===== src/design/coprime_pair_test_defines.svh =====
// Assertion macros shared by the coprime pair test RTL.
// Each macro expects clk and rst_n to exist in the using module.
`ifndef COPRIME_PAIR_TEST_DEFINES_SVH
`define COPRIME_PAIR_TEST_DEFINES_SVH
`ifndef NO_ASSERTIONS
// Condition holds at every clock edge out of reset
`define CPT_ASSERT_ALWAYS(label, cond, msg) \
    label: assert property (@(posedge clk) disable iff (!rst_n) (cond)) else $error(msg);
// Consequent holds in the same cycle as the antecedent
`define CPT_ASSERT_IMPLIES(label, ante, cons, msg) \
    label: assert property (@(posedge clk) disable iff (!rst_n) (ante) |-> (cons)) \
        else $error(msg);
// Consequent holds in the cycle after the antecedent
`define CPT_ASSERT_NEXT(label, ante, cons, msg) \
    label: assert property (@(posedge clk) disable iff (!rst_n) (ante) |=> (cons)) \
        else $error(msg);
`else
`define CPT_ASSERT_ALWAYS(label, cond, msg)
`define CPT_ASSERT_IMPLIES(label, ante, cons, msg)
`define CPT_ASSERT_NEXT(label, ante, cons, msg)
`endif
`endif


===== src/design/cpt_pkg.sv =====
// Package for the coprime pair test: width default, cell opcodes,
// controller states and the datapath status bundle. No dependencies.
package cpt_pkg;

    localparam int CPT_VALUE_WIDTH = 10;

    // Command broadcast to every bit cell each cycle
    typedef enum logic [2:0] {
        OP_HOLD,
        OP_LOAD,
        OP_SHIFT_A,
        OP_SHIFT_B,
        OP_SUB_A,
        OP_SUB_B
    } cpt_op_t;

    typedef enum logic {
        ST_IDLE,
        ST_RUN
    } cpt_state_t;

    // Summary of the operand row seen by the controller
    typedef struct packed {
        logic a_zero;
        logic b_zero;
        logic a_one;
        logic b_one;
        logic a_odd;
        logic b_odd;
        logic a_ge_b;
    } cpt_status_t;

endpackage


===== src/design/cpt_ctrl.sv =====
// Sequencer for the coprime pair test: takes requests, steers the cell row
// through binary GCD steps and raises the one-cycle result strobe.
// Depends on cpt_pkg and coprime_pair_test_defines.svh.
`include "coprime_pair_test_defines.svh"
module cpt_ctrl
    import cpt_pkg::*;
#(
    parameter int VALUE_WIDTH = CPT_VALUE_WIDTH
)
(
    input  logic                   clk,
    input  logic                   rst_n,
    input  logic                   start,
    input  logic [VALUE_WIDTH-1:0] first_value,
    input  logic [VALUE_WIDTH-1:0] second_value,
    input  cpt_status_t            status,
    output cpt_op_t                op,
    output logic                   busy,
    output logic                   done,
    output logic                   is_coprime_flag
);

    cpt_state_t state_reg, state_next;
    logic       done_reg, done_next;
    logic       flag_reg, flag_next;
    logic       early_reg, early_next;
    logic       finish;

    assign busy            = (state_reg != ST_IDLE);
    assign done            = done_reg;
    assign is_coprime_flag = flag_reg;

    // Zero first operand or a common factor of two settles the answer at once
    assign early_next = (first_value == '0) || (!first_value[0] && !second_value[0]);

    // Next state
    always_comb
    begin
        state_next = state_reg;
        case (state_reg)
            ST_IDLE: if (start) state_next = ST_RUN;
            ST_RUN:  if (finish) state_next = ST_IDLE;
            default: state_next = ST_IDLE;
        endcase
    end

    // Commands and result
    always_comb
    begin
        op        = OP_HOLD;
        finish    = 1'b0;
        flag_next = flag_reg;
        case (state_reg)
            ST_IDLE:
            begin
                if (start) op = OP_LOAD;
            end
            ST_RUN:
            begin
                if (early_reg)
                begin
                    finish    = 1'b1;
                    flag_next = 1'b0;
                end
                else if (status.a_zero)
                begin
                    finish    = 1'b1;
                    flag_next = status.b_one;
                end
                else if (status.b_zero)
                begin
                    finish    = 1'b1;
                    flag_next = status.a_one;
                end
                else if (!status.a_odd)
                    op = OP_SHIFT_A;
                else if (!status.b_odd)
                    op = OP_SHIFT_B;
                else if (status.a_ge_b)
                    op = OP_SUB_A;
                else
                    op = OP_SUB_B;
            end
            default: op = OP_HOLD;
        endcase
    end

    assign done_next = finish;

    always_ff @(posedge clk or negedge rst_n)
    begin
        if (!rst_n)
        begin
            state_reg <= ST_IDLE;
            done_reg  <= 1'b0;
            flag_reg  <= 1'b0;
            early_reg <= 1'b0;
        end
        else
        begin
            state_reg <= state_next;
            done_reg  <= done_next;
            flag_reg  <= flag_next;
            if (start && (state_reg == ST_IDLE))
                early_reg <= early_next;
        end
    end

    `CPT_ASSERT_NEXT(a_accept_runs, start && !busy, busy && !done, "no run after accept")
    `CPT_ASSERT_NEXT(a_finish_strobes, busy && finish, done && !busy, "no strobe after finish")
    `CPT_ASSERT_NEXT(a_early_false, busy && early_reg, done && !is_coprime_flag, "early not false")

endmodule


===== config.mk =====
export PLATFORM = sky130hd
export DESIGN_NAME = cpt_ctrl
export DESIGN_NICKNAME = d
export VERILOG_FILES = /design/src/design/cpt_pkg.sv /design/src/design/cpt_ctrl.sv
export VERILOG_INCLUDE_DIRS = /design/src /design/src/design
export SDC_FILE = /design/constraint.sdc
export NUM_CORES = 1
export LEC_CHECK = 0
export ABC_CLOCK_PERIOD_IN_PS = 1100
export CAP_MARGIN = 10
export CORE_AREA = 2 2 39 41
export CTS_CLUSTER_SIZE = 28
export DETAILED_ROUTE_END_ITERATION = 8
export DIE_AREA = 0 0 41 43
export DONT_BUFFER_PORTS = 1
export HOLD_SLACK_MARGIN = 0.12
export SLEW_MARGIN = 0
export SYNTH_ARGS = -nofsm -noshare
export SYNTH_HDL_FRONTEND = slang
export SYNTH_SLANG_ARGS = --single-unit
export TNS_END_PERCENT = 5

===== constraint.sdc =====
create_clock -name clk -period 1.1 [get_ports clk]
set_clock_uncertainty 0.05 [all_clocks]
set_input_delay 0.165 -clock clk [delete_from_list [all_inputs] [get_ports clk]]
set_output_delay 0.165 -clock clk [all_outputs]
set_load 0.02 [all_outputs]

# == Yosys cells after proc, flatten, opt, wreduce, memory -nomap -nowiden ==
# Cells that the tools add are included.
# op_classes
n_reduce_logical,8
n_mux,18
n_bitwise,1
# ops
operator,count
3-bit two-way mux,5
1-bit two-way mux,11
10-bit logical NOT,1
3-bit one-hot mux with 2 select lines,1
3-bit nonzero test,1
1-bit logical AND,2
1-bit logical NOT,2
1-bit one-hot mux with 2 select lines,1
2-bit AND reduction,1
1-bit logical OR,1
1-bit NOT,1
# totals
reg_bits,4
word_cells,31

# == Logic depth before layout (Yosys ltp) ==
# depth
ltp_word,7
mapped_depth,3
ltp_nobuf,3

# == Worst setup path before layout ==
# Ideal clock, no wire load.
# synth_timing
kind,register to output
start,register early_reg
end,output op[0]
required_time_ns,0.885
arrival_ns,1.227
stages_incl_launch_ff,4
slack_ns,-0.342
path_cell_list,dfrtp_1 nor3_1 nand2_1 o21ai_0
# synth_between
elab_chain_len,2
# synth_lines
item,line_no,rtl
from (decl),cpt_ctrl.sv:26,"logic early_reg, early_next;"
from (signal assigned),cpt_ctrl.sv:105,early_reg <= early_next;
3-bit two-way mux,cpt_ctrl.sv:60,if (early_reg)
3-bit one-hot mux with 2 select lines,cpt_ctrl.sv:53,case (state_reg)
to (decl),cpt_ctrl.sv:17,"output cpt_op_t op,"
# Every way passes these cells.

# == Worst setup path in the final report ==
# Ends and elaborated chain as after synthesis.

==> results.yml <==
cts:
  cts_num_sinks: 4
  cts_buffer_depth: 2
  cts_tree: "built"
  clk_pin_slew_ps: 40
  htree_levels: 1
  ctsRootBufferMaster: "clkbuf_4"
  post_cts_buffers: 0
  numCtsBuffers: 3
  clk_latency_ps: 240
finish:
  drive_gt1_frac: 0.545
  syn2layout_area_growth_pct: 67.0
  final-seq-area_um2: 101
  stdcell_area_um2: 368
  multi_input_area_um2: 165
  layout_commonest_cell: "nand2_1"
  final_cell_mix: "4 x nand2_1, 3 x clkbuf_4, 3 x dfrtp_1, 3 x buf_4, 2 x buf_6"
  fillers: 156
  antenna_cells: 0
  layout.nets: 64
drt:
  vias: 224
  drt-initial-drc-count: 0
  finalWirelength_um: 552
  vias_per_cell: 4.57
  drcViolationCount: 0
  drt_pre_antenna_iters: 1
  wl_per_cell_um: 11.3
  antenna_left: 0
sta:
  worst_slew_pin_slew_ps: 225
  maxSlewViolCount: 0
  fmax_ghz: 0.717
  rsz0062_at_grt: "true"
  period_minus_slack_ps: 1400
  relSlewSlack: 0.849
  setup_viol: 4
  period_share: 1.27
  final.setup.worst_slack_ps: -295
  finalHoldViolCount: 0
yosys:
  yosysSeqAreaShare: 0.455
  synth.largest_area_cell: "dfrtp_1"
  yosysWarnings: 0
  avgSynthCellArea_um2: 9.57
  ys_ff_latch: 4
  synth_top_area_frac: 0.455
  synth_area_um2: 220
  syn_nets: 53
  synthTopCellsByArea: "dfrtp_1 45%, nand2_1 8.5%, nor4_2 5.7%"
  ys_types: 14
  postSynthCellCount: 23
global_route:
  grt_first_pass_wirelength_um: 690
  antenna_found_initial: 0
  grt_overflow: 0
  grt_pass1_vias: 197
  grt_start_max_net_pins: 5
  grtUsageTotal: 0.0673
power:
  p_leak_uw: 0.000149
  p_per_area_mw_per_mm2: 1500
  vdd_drop_max_v: 0.000354
die:
  die_area_mm2: 0.00176
  core_area_mm2: 0.00138
  initial_core_util: 0.159
  rows: 14
  dieHeight_um: 43
  die_w_um: 41
  ioPinCount: 36
placement:
  pre_cts_slack_ps: -48.3
  place.gp.congestion: 0.572
  postPlaceCellArea_um2: 324
  io_buffers: 0
run_status:
  violations: "negative setup slack"
  status: "finished with violations"
setup_path:
  worstSetupStartpointType: "register"
  crit_arrival_ps: 1180
  slowest_stage: "dfrtp_1"
  max_stage_delay_ps: 390
  critPathTopFamily: "flip-flops"
  crit_type: "reg -> out"
  worstPathMaxFanout: 4
  cp_cell_sequence: "nor3_2, nand2_2, o21ai_4"
  crit_buf_inv: 0
  critical_path_required_ps: 880
  cp-end-kind: "primary output"
flow_run:
  drv_cap: 0
min_path:
  min_path_type: "in -> reg"
worst register-to-register path: stages (launching register included):
cell and delay [ps]:
dfrtp_1 360, nor3_2 60, nor2b_1 160, mux2_2 350
cells in the mapped netlist:
cell type / instances
a21oi_1: 1
a221o_1: 1
dfrtp_1: 4
mux2_2: 1
mux2i_1: 1
nand2_1: 5
nand2b_1: 1
nor2_1: 2
nor2b_1: 1
nor3_1: 2
nor4_1: 1
nor4_2: 1
o21ai_0: 1
or4_4: 1
area by class of cell:
type / count / share of cell area
Multi-Input combinational cell: 19 / 0.449
Sequential cell: 4 / 0.276
Timing Repair Buffer: 6 / 0.150
Clock buffer: 4 / 0.0714
Tap cell: 16 / 0.0544
path summary, 6_finish.rpt:
kind,cells after the start,slack [ps],start,endpoint
max,3,-300,early_reg$_DFFE_PN0P_,op[0]
min,2,120,start,early_reg$_DFFE_PN0P_
max reg2reg,3,10,early_reg$_DFFE_PN0P_,is_coprime_flag$_DFFE_PN0P_
min reg2reg,1,450,is_coprime_flag$_DFFE_PN0P_,is_coprime_flag$_DFFE_PN0P_
max in group asynchronous,1,670,rst_n,busy$_DFF_PN0_
min in group asynchronous,1,150,rst_n,early_reg$_DFFE_PN0P_
metal layers:
layer	global-route usage	part of all wire	wire, µm	up-vias
met1	0.0548	0.34	189	97
met5	0	0	0	-
met2	0.0906	0.43	237	24
li1	-	-	-	103
met3	0.0942	0.23	126	0
met4	0.0200	0	0	0
through the flow:
stage / power (µW) / hold WS (ps) / instances / util / TNS (ps)
2_1_floorplan: 285 / -181 / 23 / - / -42.2
3_3_place_gp: 337 / -180 / 44 / 0.234 / -76.4
3_5_place_dp: 340 / -180 / 44 / 0.234 / -125
4_1_cts: 561 / 115 / 49 / 0.266 / -899
5_1_grt: 591 / 123 / 49 / 0.266 / -1140
6_report: 551 / 121 / 49 / 0.266 / -835
report_power, final:
group,internal [µW],switching (µW),total (µW)
clock network,137,67.2,204
registers,174,19.9,194
logic,79.9,73.5,153
logic make-up (layout without fill, tap and decap cells):
group	Yosys count	count (layout)	share of synthesized area
muxes	2	2	0.0966
buffers and inverters	0	10	0
AOI/OAI and AO/OA	3	3	0.0909
and+or+nand+nor	14	14	0.358
DFF	4	4	0.455
what timing repair did:
action / in CTS / in global routing
setup endpoints to repair: 5 / 6
hold endpoints to repair: 5 / 0
gates cloned: 0 / 0
pin swaps: 1 / 0
gates resized for setup: 2 / 0
hold buffers: 1 / 0
No activity file was read; power rests on OpenSTA's default activity.
